### config.mk
export PLATFORM = sky130hd
export DESIGN_NAME = sft_cell
export DESIGN_NICKNAME = d
export VERILOG_FILES = /design/src/sv/sft_pkg.sv /design/src/sv/sft_cell.sv
export SDC_FILE = /design/constraint.sdc
export NUM_CORES = 1
export LEC_CHECK = 0
export BUFFER_PORTS_ARGS = -buffer_cell sky130_fd_sc_hd__buf_2
export CAP_MARGIN = 20
export CORE_UTILIZATION = 42
export CTS_BUF_LIST = sky130_fd_sc_hd__clkbuf_8
export DETAILED_ROUTE_END_ITERATION = 8
export PLACE_DENSITY_LB_ADDON = 0.3
export SYNTH_ARGS = -nofsm -noshare
export SYNTH_HDL_FRONTEND = slang
export SYNTH_SLANG_ARGS = --single-unit
### constraint.sdc
create_clock -name clk -period 5.85 [get_ports clk]
set_input_delay 0.2925 -clock clk [delete_from_list [all_inputs] [get_ports clk]]
set_output_delay 0.2925 -clock clk [all_outputs]
set_load 0.02 [all_outputs]
### src/sv/sft_pkg.sv
`timescale 1ns / 1ps
`default_nettype none
// ----------------------------------------------------------------------------
// sft_pkg
// Shared types, constants and helpers of the symbol frequency table.
// ----------------------------------------------------------------------------
package sft_pkg;

	localparam int ENTRIES   = 32;
	localparam int CNT_W     = 24;
	localparam int SYM_W     = 16;
	localparam int TGT_W     = 16;
	localparam int IDX_W     = (ENTRIES > 1) ? $clog2(ENTRIES) : 1;
	localparam int IDX_OUT_W = 5;
	localparam int PROD_W    = CNT_W + TGT_W;

	typedef logic [CNT_W-1:0]  cnt_t;
	typedef logic [SYM_W-1:0]  sym_t;
	typedef logic [TGT_W-1:0]  tgt_t;
	typedef logic [IDX_W-1:0]  idx_t;
	typedef logic [PROD_W-1:0] prod_t;

	localparam cnt_t CNT_MAX = {CNT_W{1'b1}};

	typedef enum logic [1:0] {
		KIND_COUNT = 2'd0,
		KIND_QUERY = 2'd1,
		KIND_CLEAR = 2'd2
	} kind_t;

	typedef struct packed {
		logic  valid;
		kind_t kind;
		sym_t  symbol;
		cnt_t  total;
		prod_t pd;
		prod_t best;
		logic  done;
		logic  was_new;
		logic  empty;
		idx_t  idx;
		cnt_t  cnt;
	} sft_tok_t;

	function automatic cnt_t sat_inc(input cnt_t v);
		return (v == CNT_MAX) ? v : cnt_t'(v + 1'b1);
	endfunction

endpackage
`default_nettype wire

### src/sv/sft_cell.sv
`timescale 1ns / 1ps
`default_nettype none
// ----------------------------------------------------------------------------
// sft_cell
// One table slot: holds a symbol and its count, updates or reads the slot
// for the token passing by and hands the token to the next cell.
// ----------------------------------------------------------------------------
module sft_cell
	import sft_pkg::*;
(
	input  wire logic     clk,
	input  wire logic     arst_n,
	input  wire logic     adv,
	input  wire idx_t     idx,
	input  wire sft_tok_t tok_in,
	output sft_tok_t      tok_q
);

	logic     valid_q;
	sym_t     sym_q;
	cnt_t     cnt_q;
	sft_tok_t tok_d;
	logic     valid_d;
	logic     sym_we;
	logic     cnt_we;
	cnt_t     cnt_d;
	prod_t    scaled;
	prod_t    diff;
	cnt_t     cnt_inc;

	always_comb begin
		scaled  = {cnt_q, {TGT_W{1'b0}}};
		diff    = (scaled >= tok_in.pd) ? prod_t'(scaled - tok_in.pd)
		                                : prod_t'(tok_in.pd - scaled);
		cnt_inc = sat_inc(cnt_q);
		tok_d   = tok_in;
		valid_d = valid_q;
		sym_we  = 1'b0;
		cnt_we  = 1'b0;
		cnt_d   = cnt_inc;
		if (tok_in.valid) begin
			case (tok_in.kind)
				KIND_COUNT: begin
					if (!tok_in.done) begin
						if (valid_q && (sym_q == tok_in.symbol)) begin
							cnt_we      = 1'b1;
							tok_d.done  = 1'b1;
							tok_d.idx   = idx;
							tok_d.cnt   = cnt_inc;
						end else if (!valid_q) begin
							sym_we        = 1'b1;
							cnt_we        = 1'b1;
							cnt_d         = cnt_t'(1);
							valid_d       = 1'b1;
							tok_d.done    = 1'b1;
							tok_d.was_new = 1'b1;
							tok_d.idx     = idx;
							tok_d.cnt     = cnt_t'(1);
						end
					end
				end
				KIND_QUERY: begin
					if (idx == '0) begin
						tok_d.empty  = !valid_q;
						tok_d.idx    = '0;
						tok_d.symbol = valid_q ? sym_q : '0;
						tok_d.cnt    = valid_q ? cnt_q : '0;
					end
					if (valid_q && (diff < tok_in.best)) begin
						tok_d.best   = diff;
						tok_d.idx    = idx;
						tok_d.symbol = sym_q;
						tok_d.cnt    = cnt_q;
					end
				end
				KIND_CLEAR: begin
					valid_d = 1'b0;
				end
				default: begin
					tok_d = tok_in;
				end
			endcase
		end
	end

	always_ff @(posedge clk or negedge arst_n) begin
		if (!arst_n) begin
			valid_q <= 1'b0;
			tok_q   <= '0;
		end else if (adv) begin
			valid_q <= valid_d;
			tok_q   <= tok_d;
		end
	end

	always_ff @(posedge clk) begin
		if (adv && sym_we) begin
			sym_q <= tok_in.symbol;
		end
		if (adv && cnt_we) begin
			cnt_q <= cnt_d;
		end
	end

endmodule
`default_nettype wire

# == After elaboration in Yosys (flattened, before gate mapping) ==
# Cells that the tools add are included.
# classes
n_lt_le_gt_ge,2
n_mux,39
eq_ne,6
n_reduce_logical,9
add_sub_neg,3
# ops
op,count
2-to-1 mux 24 bit,7
2-to-1 mux 155 bit,1
2-to-1 mux 40 bit,3
2-to-1 mux 29 bit,4
subtractor 40 bit,2
2-to-1 mux 16 bit,4
one-hot mux 29 bit (2 select lines),1
>= comparator 40 bit,1
< comparator 40 bit,1
2-to-1 mux 30 bit,1
adder 24 x 1 -> 24 bit (second input constant),1
== test 24 bit (second input constant),1
== test 16 bit,1
2-to-1 mux 1 bit,14
2-to-1 mux 2 bit,3
logical NOT 5 bit,1
AND reduction 5 bit,1
logical AND 1 bit,4
inequality test 2 bit (second input constant),2
== test 2 x 1 -> 1 bit (second input constant),1
== test 2 bit (second input constant),1
logical NOT 2 bit,1
one-hot mux 1 bit (2 select lines),1
nonzero test 2 bit,1
logical NOT 1 bit,1
# totals
out_inout_bits,155
elab_cells,73
inputBits,163
regBits,196

# == Logic depth before layout (Yosys ltp) ==
# depth
depth_word,7
mapped_depth,26
ltp_nobuf,23

# == Least setup slack after synthesis ==
# Ideal clock, no wire load.
# synth_path
path_kind,register to register
from,reg cnt_q[21]
to,reg tok_q[19] in the netlist's numbering
n_path_buf,3
setup_slack_ns,0.334
setup_ns,0.130
arrival_ns,5.387
path_stages_with_launch,23
required_ns,5.720
period_less_slack_ns,5.516
path_cell_list,edfxtp_1 ha_1 buf_2 a211o_1 a21oi_1 a21bo_2 a2111oi_2 nor2_4 or4_1 o21a_1 xor2_1 ha_1 and4_1 nand4_1 or3_1 nor4_1 and2_1 or2_2 clkbuf_1 buf_1 o22ai_1 a221oi_1 o21ai_0
# synth_between
elab_chain_len,7
elab_cells_between_ends,13
classes_between,add/sub: 2; order compare: 2; eq/ne: 1; mux: 7; reduce/logical: 1
# synth_lines
item,line_no,source
start: declaration,sft_cell.sv:21,cnt_t cnt_q;
start signal: assignment,sft_cell.sv:101,cnt_q <= cnt_d;
subtractor 40 bit (tied with other cells),sft_cell.sv:34,: prod_t'(tok_in.pd - scaled);
2-to-1 mux 40 bit,sft_cell.sv:33,diff = (scaled >= tok_in.pd) ? prod_t'(scaled - tok_in.pd)
< comparator 40 bit,sft_cell.sv:69,if (valid_q && (diff < tok_in.best)) begin
logical AND 1 bit,sft_cell.sv:69,
2-to-1 mux 29 bit,sft_cell.sv:69,
one-hot mux 29 bit (2 select lines) *,sft_cell.sv:42,case (tok_in.kind)
2-to-1 mux 155 bit *,sft_cell.sv:41,if (tok_in.valid) begin
end signal: assignment,sft_cell.sv:92,tok_q <= tok_d;
end: declaration,sft_cell.sv:16,output sft_tok_t tok_q
# Every way passes the cells marked *; elsewhere a longest branch is shown, timed or not.
# A chain may end at the register's enable or synchronous reset.

# == Worst setup path after layout ==
# layout_path
from,in tok_in[111] in the netlist's numbering
to,reg tok_q[12] in the netlist's numbering
# layout_between
elab_chain_len,7
elab_cells_between_ends,9
classes_between,add/sub: 2; order compare: 2; mux: 4; reduce/logical: 1
# layout_lines
item,line_no,source
start: declaration,sft_cell.sv:15,"input wire sft_tok_t tok_in,"
subtractor 40 bit (tied with other cells),sft_cell.sv:34,
2-to-1 mux 40 bit *,sft_cell.sv:33,
< comparator 40 bit *,sft_cell.sv:69,
logical AND 1 bit *,sft_cell.sv:69,
2-to-1 mux 29 bit *,sft_cell.sv:69,
one-hot mux 29 bit (2 select lines) *,sft_cell.sv:42,
2-to-1 mux 155 bit *,sft_cell.sv:41,
# Marks and branches as above.

==> flow_metrics.py <==
metrics = {
    "outcome": {
        "status": "finished clean",
    },
    "finish": {
        "finalInstanceArea_mm2": 0.01666,
        "final_core_util": 0.5389,
        "nFillCells": 2897,
        "drive_gt1_frac": 0.2859,
        "nets": 2096,
        "synthToLayoutAreaGrowth_pct": 25.10,
    },
    "timing": {
        "period_minus_slack_ns": 5.605,
        "clock_skew_ns": 0.02348,
        "max_slew_margin": 0.3050,
        "slew_violations": 0,
        "max_freq_mhz": 178.4,
        "hold-worst-slack_ns": 0.04403,
        "finalSetupViolCount": 0,
        "worst_slew_pin_slew_ns": 1.043,
        "setup_ws_ns": 0.2448,
        "hold_viol": 0,
        "period_share": 0.9582,
    },
    "power_and_ir_drop": {
        "p_sw_mw": 1.239,
        "pwr-share-comb": 0.308,
        "pwr-share-seq": 0.436,
        "ir_worst_vdd_mv": 0.2043,
        "swShare": 0.3426,
        "power.share.clock": 0.256,
        "internal_power_mw": 2.376,
        "p_per_area_mw_per_mm2": 217.0,
        "p_leak_nw": 7.874,
    },
    "worst_setup_path": {
        "cp_slowest_cell": "dlygate4sd3_1",
        "end_kind": "flop",
        "cp-start-kind": "primary input",
        "r2r_cells": 21,
        "worstSetupPathDepth": 24,
        "arrival_ns": 5.99,
        "cpMostUsedCell": "o21a_1",
        "worst-path-buf-inv": 5,
        "crit_fanout": 12,
        "critical-path-top-delay-family": "simple AND/OR/NAND/NOR gates",
        "worstSetupPathType": "primary input to flop",
        "cp.required_ns": 6.23,
        "crit_path_cell_trace": "dlygate4sd3_1 -> buf_2 -> inv_1 -> ha_1 -> o21a_1 -> a21oi_1 -> a21bo_2 -> a2111oi_2 -> buf_4 -> nor2_4 -> or4_1 -> o21a_1 -> xor2_1 -> ha_1 -> and4_1 -> nand4_1 -> or3_1 -> nor4_2 -> and3_4 -> nor3_1 -> buf_4 -> o21a_1 -> o211a_1 -> a221o_1",
        "rrSetupSlack_ns": 0.26,
        "critPathMaxStageDelay_ns": 0.55,
    },
    "route": {
        "vias": 12800,
        "initialDrtViolationCount": 967,
        "drc": 0,
        "vias_per_cell": 5.678,
        "first_pass_iters": 5,
        "wl_per_cell_um": 19.49,
        "ant_nets": 0,
        "routed_wl_um": 43950,
    },
    "floorplan": {
        "start_util": 0.4307,
        "coreArea_mm2": 0.03091,
        "die_w_um": 180.0,
        "die_h_um": 180.0,
        "io-pin-count": 318,
        "placementRows": 64,
        "dieArea_mm2": 0.03242,
    },
    "synth": {
        "yosys_warnings": 0,
        "synth_compound_area_frac": 0.2075,
        "yosys.area.top_type_share": 0.2932,
        "synthCells": 1459,
        "yosysTopAreaCell": "dfrtp_1",
        "ys_top_cells_by_area": "dfrtp_1 29%, edfxtp_1 9.0%, ha_1 8.3%",
        "syn_nets": 1711,
        "synthArstFlopShare": 0.7959,
        "synthTopCellsByCount": "156 x dfrtp_1, 123 x nor2_1, 112 x a21oi_1",
        "synthAdderAreaFrac": 0.08420,
        "synth_simple_gate_area_frac": 0.1477,
        "synth_edf_count": 40,
        "yosysMostFrequentCell": "dfrtp_1",
        "synth_top_family_by_area": "compound AO/OA/AOI/OAI gates",
        "synth-seq-cells": 196,
        "yosys-mux-area-fraction": 0.07387,
        "syn-mean-instance-area_um2": 9.125,
        "synth.distinct_cells": 76,
        "syn_area_mm2": 0.01331,
        "synthXorXnorAreaFrac": 0.05065,
        "synthFlopType": "dfrtp_1",
        "yosysSeqAreaShare": 0.3834,
    },
    "worst_hold_path": {
        "hold_path.class": "primary input to flop",
        "min_path_cells": 2,
    },
    "placement": {
        "gp_congestion": 0.9464,
        "dp_hpwl_um": 34200,
        "portBuffers": 317,
        "place_ws_ns": 0.05648,
        "placed_cell_area_mm2": 0.01573,
    },
    "clock_tree": {
        "cts_buffers": 17,
        "clkTransAtPathRegs_ns": 0.10,
        "root_buffer": "clkbuf_8",
        "cts.sinks": 196,
        "cts_tree": "built",
        "clock_path_buffers": 2,
        "insertion_delay_ns": 0.50,
        "htree_levels": 4,
    },
    "global_routing": {
        "grt_pass1_vias": 12460,
        "overflow": 0,
        "grt.total_usage": 0.2701,
        "grt_pass1_wl_um": 68870,
        "grt_max_degree": 103,
        "antenna_found_initial": 2,
    },
    "flow_run": {
        "drv_cap": 0,
    },
}
## flip-flops by register name, summed over array words and instances, names as in the netlist
signal,flops
valid_q,1
tok_q,155
sym_q,16
cnt_q,24
## through the flow
step,cells,setup TNS [ns],total power [mW]
6_report,2255,0,3.615
5_1_grt,2254,-0.001801,3.814
4_1_cts,2244,0,3.643
3_5_place_dp,2171,0,2.685
3_3_place_gp,2170,0,2.669
2_1_floorplan,1459,0,2.251
## metal layers
layer | vias to the layer above | track usage | routed length (um)
met5 | - | 0 | 0
met4 | 0 | 0.09709 | 1385
met3 | 76 | 0.04749 | 3143
met2 | 594 | 0.4439 | 20430
met1 | 6109 | 0.3570 | 18990
li1 | 6024 | - | -
## final timing paths
check / end / start
setup / recovery: tok_q[12]$_DFFE_PN0P_ / tok_in[111]
max in group asynchronous: tok_q[30]$_DFFE_PN0P_ / arst_n
min in group asynchronous: tok_q[89]$_DFFE_PN0P_ / arst_n
setup reg to reg: tok_q[12]$_DFFE_PN0P_ / cnt_q[4]$_DFFE_PP_
hold / removal: tok_q[120]$_DFFE_PN0P_ / tok_in[120]
hold reg to reg: tok_q[43]$_DFFE_PN0P_ / tok_q[43]$_DFFE_PN0P_
## cells by family (layout without fill, tap and decap cells)
logic type | after synthesis | after routing
AO/OA/AOI/OAI | 412 | 412
XOR/XNOR | 77 | 77
adder cells (fa/ha/maj) | 89 | 89
buffers and inverters | 182 | 580
flip-flops | 196 | 196
multiplexers | 90 | 90
other | 0 | 2
AND/OR/NAND/NOR | 413 | 413
## area by class of cell
type	instances	area, um2	share of cell area
antenna	2	5.005	0.0003005
clock buffer	17	234.0	0.01405
clock inverter	15	165.2	0.009916
inverter	109	409.1	0.02456
multi-input combinational	1081	7580	0.4551
sequential	196	5105	0.3065
tap	396	495.5	0.02975
timing repair buffer	439	2663	0.1599
## power by group through the flow
stage                     sequential (mW)  clock, mW  combinational [mW]
final                                1.58      0.924                1.12
after global routing                 1.59       1.01                1.21
after CTS                            1.58      0.959                1.11
after detailed placement             1.60          0                1.08
after global placement               1.60          0                1.07
after floorplan                      1.73          0               0.518
## cells in the final DEF (no fill, tap or decap), types with 9 or more instances in the layout
cell / synthesis / routed
dfrtp_1: 156 / 156
buf_2: 5 / 315
buf_4: 1 / 77
nand4_1: 22 / 22
edfxtp_1: 40 / 40
and3_1: 15 / 14
a211oi_1: 19 / 17
a21o_1: 38 / 38
dlygate4sd3_1: 0 / 41
nand2b_1: 9 / 9
mux2_2: 66 / 66
nor3_1: 37 / 34
o21a_1: 12 / 11
nor2b_1: 16 / 16
a31oi_1: 12 / 12
a22o_1: 18 / 18
a21oi_1: 112 / 111
ha_1: 88 / 87
nor2_1: 123 / 123
clkbuf_8: 0 / 17
xnor2_1: 46 / 46
o21ai_0: 88 / 86
a221oi_1: 12 / 11
nand2_1: 110 / 110
xor2_1: 31 / 31
nor4_1: 18 / 16
and2_1: 10 / 11
nand3_1: 26 / 26
mux2i_1: 24 / 24
o2bb2ai_1: 13 / 13
inv_1: 108 / 110
## timing repair
item                                    in CTS  in global routing
hold endpoints to repair                   145                  0
hold buffers                                41                  0
resized for setup                            0                 13
setup buffers                                0                  9
endpoints found under the setup margin       0                 71
Power figures use the tool's default switching activity.
