--- src/sv/sft_pkg.sv ---
`timescale 1ns / 1ps
`default_nettype none
// ----------------------------------------------------------------------------
// sft_pkg
// Shared types, constants and helpers of the symbol frequency table.
// ----------------------------------------------------------------------------
package sft_pkg;

	localparam int ENTRIES   = 32;
	localparam int CNT_W     = 24;
	localparam int SYM_W     = 16;
	localparam int TGT_W     = 16;
	localparam int IDX_W     = (ENTRIES > 1) ? $clog2(ENTRIES) : 1;
	localparam int IDX_OUT_W = 5;
	localparam int PROD_W    = CNT_W + TGT_W;

	typedef logic [CNT_W-1:0]  cnt_t;
	typedef logic [SYM_W-1:0]  sym_t;
	typedef logic [TGT_W-1:0]  tgt_t;
	typedef logic [IDX_W-1:0]  idx_t;
	typedef logic [PROD_W-1:0] prod_t;

	localparam cnt_t CNT_MAX = {CNT_W{1'b1}};

	typedef enum logic [1:0] {
		KIND_COUNT = 2'd0,
		KIND_QUERY = 2'd1,
		KIND_CLEAR = 2'd2
	} kind_t;

	typedef struct packed {
		logic  valid;
		kind_t kind;
		sym_t  symbol;
		cnt_t  total;
		prod_t pd;
		prod_t best;
		logic  done;
		logic  was_new;
		logic  empty;
		idx_t  idx;
		cnt_t  cnt;
	} sft_tok_t;

	function automatic cnt_t sat_inc(input cnt_t v);
		return (v == CNT_MAX) ? v : cnt_t'(v + 1'b1);
	endfunction

endpackage
`default_nettype wire

--- src/sv/sft_head.sv ---
`timescale 1ns / 1ps
`default_nettype none
// ----------------------------------------------------------------------------
// sft_head
// Entry stage: keeps the running total and builds the token for the chain.
// ----------------------------------------------------------------------------
module sft_head
	import sft_pkg::*;
(
	input  wire logic     clk,
	input  wire logic     arst_n,
	input  wire logic     adv,
	input  wire logic     in_valid,
	input  wire logic [1:0] kind,
	input  wire sym_t     symbol,
	input  wire tgt_t     target,
	output sft_tok_t      tok_s1
);

	cnt_t     total_q;
	cnt_t     total_d;
	cnt_t     dist_d;
	prod_t    pd;
	sft_tok_t tok_d;

	always_comb begin
		dist_d  = cnt_t'(total_q - 1'b1);
		pd      = prod_t'(target) * prod_t'(dist_d);
		total_d = total_q;
		tok_d   = '0;
		tok_d.symbol = symbol;
		if (in_valid) begin
			case (kind)
				KIND_COUNT: begin
					total_d     = sat_inc(total_q);
					tok_d.valid = 1'b1;
					tok_d.kind  = KIND_COUNT;
					tok_d.total = total_d;
				end
				KIND_QUERY: begin
					tok_d.valid = 1'b1;
					tok_d.kind  = KIND_QUERY;
					tok_d.total = total_q;
					if (total_q > cnt_t'(1)) begin
						tok_d.pd   = pd;
						tok_d.best = {dist_d, {TGT_W{1'b0}}};
					end
				end
				KIND_CLEAR: begin
					total_d     = '0;
					tok_d.valid = 1'b1;
					tok_d.kind  = KIND_CLEAR;
				end
				default: begin
					tok_d.valid = 1'b0;
				end
			endcase
		end
	end

	always_ff @(posedge clk or negedge arst_n) begin
		if (!arst_n) begin
			total_q <= '0;
			tok_s1  <= '0;
		end else if (adv) begin
			total_q <= total_d;
			tok_s1  <= tok_d;
		end
	end

endmodule
`default_nettype wire

--- config.mk ---
export PLATFORM = sky130hd
export DESIGN_NAME = sft_head
export DESIGN_NICKNAME = d
export VERILOG_FILES = /design/src/sv/sft_pkg.sv /design/src/sv/sft_head.sv
export SDC_FILE = /design/constraint.sdc
export NUM_CORES = 1
export LEC_CHECK = 0
export BUFFER_PORTS_ARGS = -buffer_cell sky130_fd_sc_hd__buf_2
export CORE_ASPECT_RATIO = 0.6
export CORE_MARGIN = 3
export CORE_UTILIZATION = 41
export DETAILED_ROUTE_END_ITERATION = 10
export GPL_TIMING_DRIVEN = 0
export HOLD_SLACK_MARGIN = 0.03
export PLACE_DENSITY_LB_ADDON = 0.12
export SLEW_MARGIN = 20
export SYNTH_ARGS = -nofsm -noshare
export SYNTH_HDL_FRONTEND = slang
export SYNTH_SLANG_ARGS = --single-unit
--- constraint.sdc ---
create_clock -name clk -period 8.3 [get_ports clk]
set_input_delay 0.83 -clock clk [delete_from_list [all_inputs] [get_ports clk]]
set_output_delay 0.83 -clock clk [all_outputs]
set_load 0.03 [all_outputs]
## Yosys cells after proc, flatten, opt, wreduce, memory -nomap -nowiden

Cells that the tools add are included.

- Flip-flop bits (word level): 147
- Input bits: 38
- Output and inout bits: 155
- Logic and storage cells: 27

- Add/subtract/negate cells: 2
- Multipliers: 1
- Magnitude comparators: 1
- Equality and inequality tests: 3
- Mux-type cells: 9
- Reductions and logical operators: 4

Operators by type and width:

| kind | count |
|---|---|
| $mux W80 | 2 |
| $mux W104 | 1 |
| $pmux W24 S2 | 2 |
| $mul A16 B24 Y40 | 1 |
| $add A24 B1 Y24 const B | 1 |
| $eq A24 B24 Y1 const B | 1 |
| $gt A24 B1 Y1 const B | 1 |
| $mux W24 | 1 |
| $sub A24 B1 Y24 const B | 1 |
| $pmux W2 S2 | 1 |
| $mux W3 | 1 |
| $reduce_and A3 Y1 | 1 |
| $reduce_or A3 Y1 | 1 |
| $eq A2 B1 Y1 const B | 1 |
| $eq A2 B2 Y1 const B | 1 |
| $logic_not A2 Y1 | 1 |
| $reduce_bool A2 Y1 | 1 |
| $mux W1 | 1 |

## Longest topological paths before layout

Gate-level depths: netlist of run 1.

- Word-level depth: 5
- Mapped depth: 30
- Depth with buffers taken out: 27

## Least setup slack after synthesis of run 1

No wires, ideal clock.

- Path kind: register -> register
- Start point: register total_q[5]
- End point: register tok_s1[111] (netlist name)
- Library setup time: 0.131 ns
- Data arrival time: 7.697 ns
- Data required time: 8.169 ns
- Setup slack: 0.472 ns
- Cell stages (with the launch flop): 30
- Path buffers: 3
- Period minus slack after synthesis: 7.828 ns
- Cell sequence: dfrtp_1 buf_6 or4_4 or3_4 nor3_4 nand2_4 nor2_4 nand2_2 xnor2_4 buf_2 nand2_1 fa_1 fa_1 fa_1 inv_1 fa_1 fa_1 inv_1 fa_1 inv_1 ha_1 clkbuf_1 a21oi_1 o211ai_1 a2111oi_0 o211ai_1 a41oi_1 o21ai_0 nor4b_1 or3_1

- Longest elaborated chain between the ends: 5
- Elaborated cells between the ends (all ways): 6
- Those cells by class: add/sub (1); mul (1); order compare (1); mux (3)

Ends and longest elaborated chain:

| element | RTL line | RTL |
|---|---|---|
| from (decl) | sft_head.sv:20 | `cnt_t total_q;` |
| from (signal assigned) | sft_head.sv:66 | `total_q <= total_d;` |
| $sub A24 B1 Y24 | sft_head.sv:27 | `dist_d = cnt_t'(total_q - 1'b1);` |
| $mul A16 B24 Y40 | sft_head.sv:28 | `pd = prod_t'(target) * prod_t'(dist_d);` |
| $mux W80 (*) | sft_head.sv:44 | `if (total_q > cnt_t'(1)) begin` |
| $mux W80 (*) | sft_head.sv:33 | `case (kind)` |
| $mux W104 (*) | sft_head.sv:32 | `if (in_valid) begin` |
| to (signal assigned) | sft_head.sv:67 | `tok_s1 <= tok_d;` |
| to (decl) | sft_head.sv:17 | `output sft_tok_t tok_s1` |

Mark *: on every way between the ends. The rest lies on a longest branch, timed or not.
A chain may end at the register's enable or synchronous reset.

## Final worst setup path of run 1

- Start point: register total_q[4]
- End point: register tok_s1[111] (netlist name)

The elaborated chain is that of the path after synthesis.

==> qor.yml, run 1 <==
ys_seq_elements: 131
regArea_um2: 3280
syn-cell-area_um2: 19000
worstPathArrival_ns: 8.75
cap_violations: 0
path_class: "flop to flop"
status: "finished, violations left"
rsz0062_at_grt: "true"
tightest_slew_ns: 0.904
fillers: 4357
ant_nets: 0
htreeDepth: 4
drive_gt1_frac: 0.199
synthToLayoutAreaGrowth_pct: 19.6
hp-class: "input port to asynchronous set/reset pin"
final_util: 0.502
clock_latency_ns: 0.43
num-nets-final: 2781
initial_core_util: 0.420
cts_buffers: 17
setup_slack_ns: -0.143
multi_input_area_um2: 14500
cts_sinks: 131
violations: "negative setup slack"
first_iter_violations: 1304
num_rows: 60
cts_tree: "yes"
grt_util_all_layers: 0.268
grt_antenna_before_repair: 5
drt-total-wl_um: 65400
wire_per_inst_um: 22.1
ctsHoldBuffers: 0
dr_total_vias: 15568
setup_viol: 2
fmax_mhz: 118
grt_pass1_wl_um: 99700
grt_overflow: 0
r2r_setup_slack_ns: -0.14
path_common_cell: "fa_1"
grt_pass1_vias: 15741
core_area_um2: 45300
timing.final.crit_share: 1.02
die_y_um: 173
grt_max_degree: 68
avgSynthCellArea_um2: 9.28
worstSetupEndpointType: "flop"
fp.dieW_um: 284
slowest_stage: "or4_4"
dieArea_um2: 49100
maxSlewHeadroom: 0.397
post-route-drc-count: 0
synth_edf_count: 0
crit_buf_inv: 7
max-clock-path-buffers: 2
slew_violations: 0
finalHoldViolations: 0
ys_types: 68
yosysSeqAreaShare: 0.172
fin_worst_skew_ns: 0.0129
root_buffer: "clkbuf_16"
cp-start-kind: "flop"
path_max_fanout: 5
critPathTopFamily: "adder cells"
async_reset_ff_frac: 1.00
synth_cells: 2049
yosys_warnings: 0
min_period_ns: 8.44
dp_hpwl_um: 53000
slowest_delay_ns: 0.57
gp_congestion: 0.969
worstPathRequired_ns: 8.61
ys_dominant_reg_cell: "dfrtp_1"
avgViaCountPerCell: 5.27
firstDrtPassIters: 5
io_buffers: 143
clkTransAtPathRegs_ns: 0.06
ios: 193
-- final timing paths --
check / cells past startpoint / from / to
min reg2reg: 1 / tok_s1[49] / tok_s1[49]
min in group clk: 1 / tok_s1[49] / tok_s1[49]
max reg2reg: 29 / total_q[4] / tok_s1[111]
min: 1 / arst_n / tok_s1[133]
max in group asynchronous: 2 / arst_n / total_q[6]
max: 29 / total_q[4] / tok_s1[111]
-- routing by layer --
layer  GRT usage  part of all wire
met5           0           0.00020
met1       0.423              0.48
met4      0.0420             0.015
met3      0.0762             0.099
met2       0.367              0.41
-- synth_stat cells (7+ instances only) --
library cell / count / area [um2]
inv_1: 337 / 1260
fa_1: 306 / 6130
nand2_1: 265 / 995
and2_1: 156 / 976
dfrtp_1: 131 / 3280
ha_1: 115 / 1440
clkbuf_1: 104 / 390
a22o_1: 75 / 657
a21oi_1: 55 / 275
buf_4: 54 / 405
o21ai_0: 46 / 230
nor2_1: 45 / 169
xnor2_1: 39 / 342
nor2b_1: 28 / 175
xor2_1: 27 / 236
nand3_1: 23 / 115
nor3_1: 22 / 110
a21o_1: 20 / 150
a31oi_1: 20 / 125
nand4_1: 17 / 106
mux2_2: 16 / 180
o31ai_1: 12 / 90.1
and3_1: 10 / 62.6
o2bb2ai_1: 9 / 78.8
nand2b_1: 8 / 50.1
buf_2: 7 / 35.0
nor4_1: 7 / 43.8
-- logic make-up after synthesis --
family,after synthesis,share of synthesized area
adders and majority gates,421,0.398
AOI/OAI and AO/OA,280,0.103
muxes,19,0.0111
xor gates and xnor gates,74,0.0402
other,1,0.000197
and+or+nand+nor,610,0.161
DFF,131,0.172
buffers and inverters,513,0.114
-- worst reg2reg max path, delay by kind of cell (launching register included) --
family          cells  cell delay (ns)
fa+ha+maj           7             3.18
simple gates        8             2.16
compound gates      6             1.56
buf+inv             7             0.72
flops               1             0.39
xor+xnor            1             0.28
-- layout make-up --
type | instances | share of cell area
multi-input cells | 1452 | 0.636
flip-flops and latches | 131 | 0.144
repair buffers | 220 | 0.0640
inverters | 339 | 0.0562
plain buffers | 161 | 0.0407
well taps | 620 | 0.0341
clock buffers | 18 | 0.0189
clock inverters | 12 | 0.00600
diodes | 1 | 0.000110
-- metrics by stage --
step	hold WS (ns)	std cells	instance area, um2	worst slack, ns	setup TNS [ns]
after floorplan	0.512	2096	19200	0.472	0
after global placement	0.473	2859	20700	-2.41	-42.24
after detailed placement	0.477	2860	20700	-2.09	-33.04
after CTS	0.367	2919	22200	-0.110	-0.190
after global routing	0.388	2953	22700	-0.303	-0.663
final	0.361	2954	22700	-0.143	-0.262
-- registers in the layout (all words and copies together) (netlist names) --
signal	flops
tok_s1	107
total_q	24
-- cells in the final DEF (no fill, tap or decap), types with 8 or more instances in the layout --
| master | n |
|---|---|
| a31oi_1 | 19 |
| nand4_1 | 17 |
| fa_1 | 295 |
| ha_4 | 9 |
| nor2b_1 | 27 |
| o31ai_1 | 11 |
| fa_2 | 11 |
| nand2_4 | 8 |
| xor2_1 | 21 |
| mux2_2 | 16 |
| clkbuf_1 | 84 |
| nor2_1 | 44 |
| buf_6 | 21 |
| and3_1 | 9 |
| nand3_1 | 23 |
| xnor2_4 | 10 |
| o2bb2ai_1 | 9 |
| buf_4 | 107 |
| and2_1 | 152 |
| dfrtp_1 | 129 |
| nand2_1 | 261 |
| o21ai_0 | 38 |
| inv_2 | 12 |
| a21o_1 | 20 |
| nor3_1 | 20 |
| clkbuf_16 | 17 |
| ha_1 | 100 |
| nand2b_1 | 8 |
| a21oi_1 | 47 |
| inv_1 | 326 |
| a22o_1 | 75 |
| xnor2_1 | 33 |
| conb_1 | 48 |
| buf_2 | 147 |
-- repair_timing --
| action | CTS | global route |
|---|---|---|
| resized for setup | 131 | 64 |
| cloned | 1 | 0 |
| setup buffers | 37 | 38 |
| setup endpoints to repair | 27 | 18 |
| pin swaps | 45 | 63 |
Power of run 1 is left out: the tool's default activity adds up to more than one toggle a clock period on the data nets, which glitch-free logic cannot reach.
==> run 2, diff against run 1 <==
- BUFFER_PORTS_ARGS: -buffer_cell sky130_fd_sc_hd__buf_2 -> default
- CORE_ASPECT_RATIO: 0.6 -> default
- DONT_BUFFER_PORTS: default -> 1
==> qor.yml, run 2 (synthesized netlist as in run 1, its figures left out) <==
regMostFlops: "tok_s1"
cp-start-kind: "flop"
grt_util_all_layers: 0.245
io_buffers: 0
maxSlewHeadroom: 0.377
initial_core_util: 0.417
dr_total_vias: 14700
gp_congestion: 0.958
n_antenna_cell: 0
dp_hpwl_um: 47900
final_area_um2: 21600
grt_antenna_before_repair: 3
ctsHoldBuffers: 0
instances_no_fill: 2784
layout_commonest_cell: "inv_1"
finalHoldViolations: 0
worstPathArrival_ns: 8.58
status: "complete, no violations"
drive_gt1_frac: 0.129
setup_viol: 0
max-clock-path-buffers: 2
slew_violations: 0
reg2reg_depth: 27
drt-total-wl_um: 59900
placed_cells: 2696
worstSetupEndpointType: "flop"
clock_latency_ns: 0.44
hp-class: "input port to asynchronous set/reset pin"
final_cell_mix: "333 x inv_1, 303 x fa_1, 263 x nand2_1"
grt_pass1_vias: 15137
avgViaCountPerCell: 5.28
ios: 193
min_period_ns: 8.27
wire_per_inst_um: 21.5
die_y_um: 221
num-nets-final: 2630
place_area_um2: 20000
rr_startpoint: "total_q[5]"
root_buffer: "clkbuf_16"
fmax_mhz: 121
worstPathRequired_ns: 8.61
fp.dieW_um: 221
rsz0062_at_grt: "true"
path_max_fanout: 10
cap_violations: 0
timing.final.crit_share: 0.996
grt_pass1_wl_um: 91600
num_rows: 78
first_iter_violations: 1028
fin_tns_setup_ns: 0
post-route-drc-count: 0
grt_max_degree: 132
grt_overflow: 0
top_regs: "tok_s1 x107, total_q x24"
fin_worst_skew_ns: 0.00842
ant_nets: 0
r2r-end: "tok_s1[111]"
core_area_um2: 45600
synthToLayoutAreaGrowth_pct: 13.9
setup_slack_ns: 0.0308
cts_sinks: 131
clkTransAtPathRegs_ns: 0.06
largest_reg_flops: 107
cts_tree: "yes"
dieArea_um2: 49000
dp_slack_ns: -1.89
tightest_slew_ns: 0.932
cts_buffers: 17
r2r_setup_slack_ns: 0.03
firstDrtPassIters: 8
htreeDepth: 4
path_class: "flop to flop"
## run 2: layout make-up
class	instances	area, um2
flip-flops and latches	131	3280
clock buffers	18	429
inverters	339	1280
multi-input cells	1452	14300
repair buffers	68	573
clock inverters	14	128
plain buffers	162	916
fillers	4355	23900
well taps	600	751
## run 2: worst max path at each step
stage	startpoint	to	slack, ns	cells after the start
after detailed placement	total_q[0]	tok_s1[106]	-1.89	27
after CTS	total_q[5]	tok_s1[111]	0.003	29
after global routing	total_q[5]	tok_s1[111]	-0.22	28
after floorplan	total_q[5]	tok_s1[111]	0.47	29
after global placement	total_q[0]	tok_s1[106]	-2.28	27
final	total_q[5]	tok_s1[111]	0.03	27
## run 2: stage by stage
| stage | utilization | hold WS [ns] |
|---|---|---|
| after floorplan | - | 0.512 |
| after global placement | 0.437 | 0.538 |
| after detailed placement | 0.439 | 0.538 |
| after CTS | 0.469 | 0.0644 |
| after global routing | 0.475 | 0.0643 |
| final | 0.475 | 0.0886 |
## run 2: repair_timing
action                                  4_1_cts  5_1_grt
pin swaps                                    26       28
setup buffers                                44       24
hold endpoints to repair                      0        0
resized for setup                           104       32
endpoints found under the setup margin       27       19
## run 2: worst max-delay path: stages, from the launching register on
cell and delay, ns:
dfrtp_1 0.37, buf_6 0.12, or4_4 0.52, or3_4 0.37
nor3_4 0.26, nand2_4 0.19, nor2_4 0.18, xor2_4 0.26
buf_6 0.21, nand2_1 0.09, fa_1 0.53, fa_1 0.55
fa_1 0.53, inv_1 0.06, fa_1 0.49, fa_1 0.50
inv_1 0.05, fa_1 0.53, inv_1 0.06, ha_1 0.36
a21oi_2 0.20, o21bai_2 0.11, a2111oi_4 0.37, o211ai_1 0.29
a41oi_2 0.31, o21ai_2 0.10, nor4b_1 0.15, or3_1 0.38
## run 2: per-layer routing
metal	wire, um	vias up	global-route usage
met5	13	-	0
met1	25300	7592	0.326
met4	1570	2	0.0679
li1	-	6595	-
met3	3710	76	0.0475
met2	29300	435	0.409
Power of run 2 is left out for the same reason.
==> run 3, diff against run 2 <==
- CORE_UTILIZATION: 41 -> 55
- HOLD_SLACK_MARGIN: 0.03 -> 0.08
==> qor.yml, run 3 (synthesized netlist as in run 1, its figures left out) <==
worstSetupStartpoint: "total_q[5]"
ctsHoldBuffers: 0
final_cell_mix: "331 x inv_1, 296 x fa_1, 263 x nand2_1"
htreeDepth: 4
status: "complete, no violations"
crit_path_end: "tok_s1[111]"
ios: 193
post-route-drc-count: 0
num-nets-final: 2627
num_rows: 67
fp.dieW_um: 192
die_y_um: 192
setup_viol: 0
worstPathRequired_ns: 8.61
multi_input_area_um2: 14400
clkTransAtPathRegs_ns: 0.07
slowest_delay_ns: 0.55
layout_commonest_cell: "inv_1"
timing.final.crit_share: 1.00
rr_startpoint: "total_q[5]"
initial_core_util: 0.563
maxSlewHeadroom: 0.382
grt_antenna_before_repair: 1
crit_cells: 28
io_buffers: 0
ant_nets: 0
fin_worst_skew_ns: 0.0106
dieArea_um2: 36800
slowest_stage: "or4_4"
grt_pass1_wl_um: 87900
grt_overflow: 0
worstPathArrival_ns: 8.61
avgViaCountPerCell: 5.71
synthToLayoutAreaGrowth_pct: 13.6
cap_violations: 0
core_area_um2: 33800
worstSetupEndpointType: "flop"
top_regs: "tok_s1 x107, total_q x24"
path_class: "flop to flop"
wire_per_inst_um: 21.8
critPathTopFamily: "adder cells"
tightest_slew_ns: 0.924
fillers: 2861
dp_hpwl_um: 45100
rsz0062_at_grt: "true"
path_max_fanout: 7
grt_pass1_vias: 15278
cp-start-kind: "flop"
slew_violations: 0
firstDrtPassIters: 5
root_buffer: "clkbuf_16"
reg2reg_depth: 28
drive_gt1_frac: 0.135
crit_buf_inv: 6
grt_util_all_layers: 0.318
finalHoldViolations: 0
fmax_mhz: 121
first_iter_violations: 1091
gp_congestion: 0.972
cts_sinks: 131
r2r_setup_slack_ns: 0.003
largest_reg_flops: 107
regArea_um2: 3280
dr_total_vias: 15023
clock_latency_ns: 0.43
regMostFlops: "tok_s1"
drt-total-wl_um: 57400
max-clock-path-buffers: 2
fin_tns_setup_ns: 0
cts_tree: "yes"
grt_max_degree: 132
hp-class: "input port to asynchronous set/reset pin"
path_common_cell: "fa_1"
min_period_ns: 8.30
r2r-end: "tok_s1[111]"
cts_buffers: 17
run 3: worst reg2reg max path, delay by kind of cell, from the launching register on:
| kind | cells | cell delay, ns |
|---|---|---|
| buf+inv | 6 | 0.66 |
| xor+xnor | 1 | 0.33 |
| fa+ha+maj | 7 | 3.25 |
| flops | 1 | 0.37 |
| compound gates | 6 | 1.48 |
| simple gates | 8 | 2.10 |
run 3: metal layers:
layer / part of all wire / GRT usage
met1: 0.40 / 0.415
met2: 0.47 / 0.507
met3: 0.079 / 0.0756
met4: 0.047 / 0.141
met5: 0.0012 / 0
run 3: area by class of cell:
type                    count  share of cell area
clock inverters            13             0.00811
multi-input cells        1452               0.667
diodes                      2            0.000232
inverters                 339              0.0590
well taps                 448              0.0260
flip-flops and latches    131               0.152
repair buffers             65              0.0261
plain buffers             162              0.0417
clock buffers              19              0.0205
run 3: worst min path at each step:
stage	end	start	slack (ns)
global route	tok_s1[151]	arst_n	0.08
floorplan	total_q[15]	total_q[15]	0.51
CTS	tok_s1[151]	arst_n	0.09
global placement	tok_s1[146]	arst_n	0.54
detailed placement	tok_s1[146]	arst_n	0.54
finish	tok_s1[108]	arst_n	0.1
run 3: timing repair:
item                                   CTS  global route
cloned                                   0             0
setup buffers                           37            28
endpoints found under the hold margin    0             0
gates resized for setup                 82            86
pin swaps                               22            64
setup endpoints to repair               27            19
run 3: metrics by stage:
step                      instance area (um2)  worst slack, ns  hold WS [ns]  cells  utilization
final                                   21600          0.00294        0.0972   2631        0.639
after global routing                    21600           -0.191        0.0828   2629        0.639
after CTS                               21000          -0.0681        0.0875   2607        0.623
after detailed placement                19800            -2.02         0.538   2544        0.585
after global placement                  19700            -1.93         0.537   2544        0.584
after floorplan                         19200            0.472         0.512   2096            -
Power of run 3 is left out for the same reason.
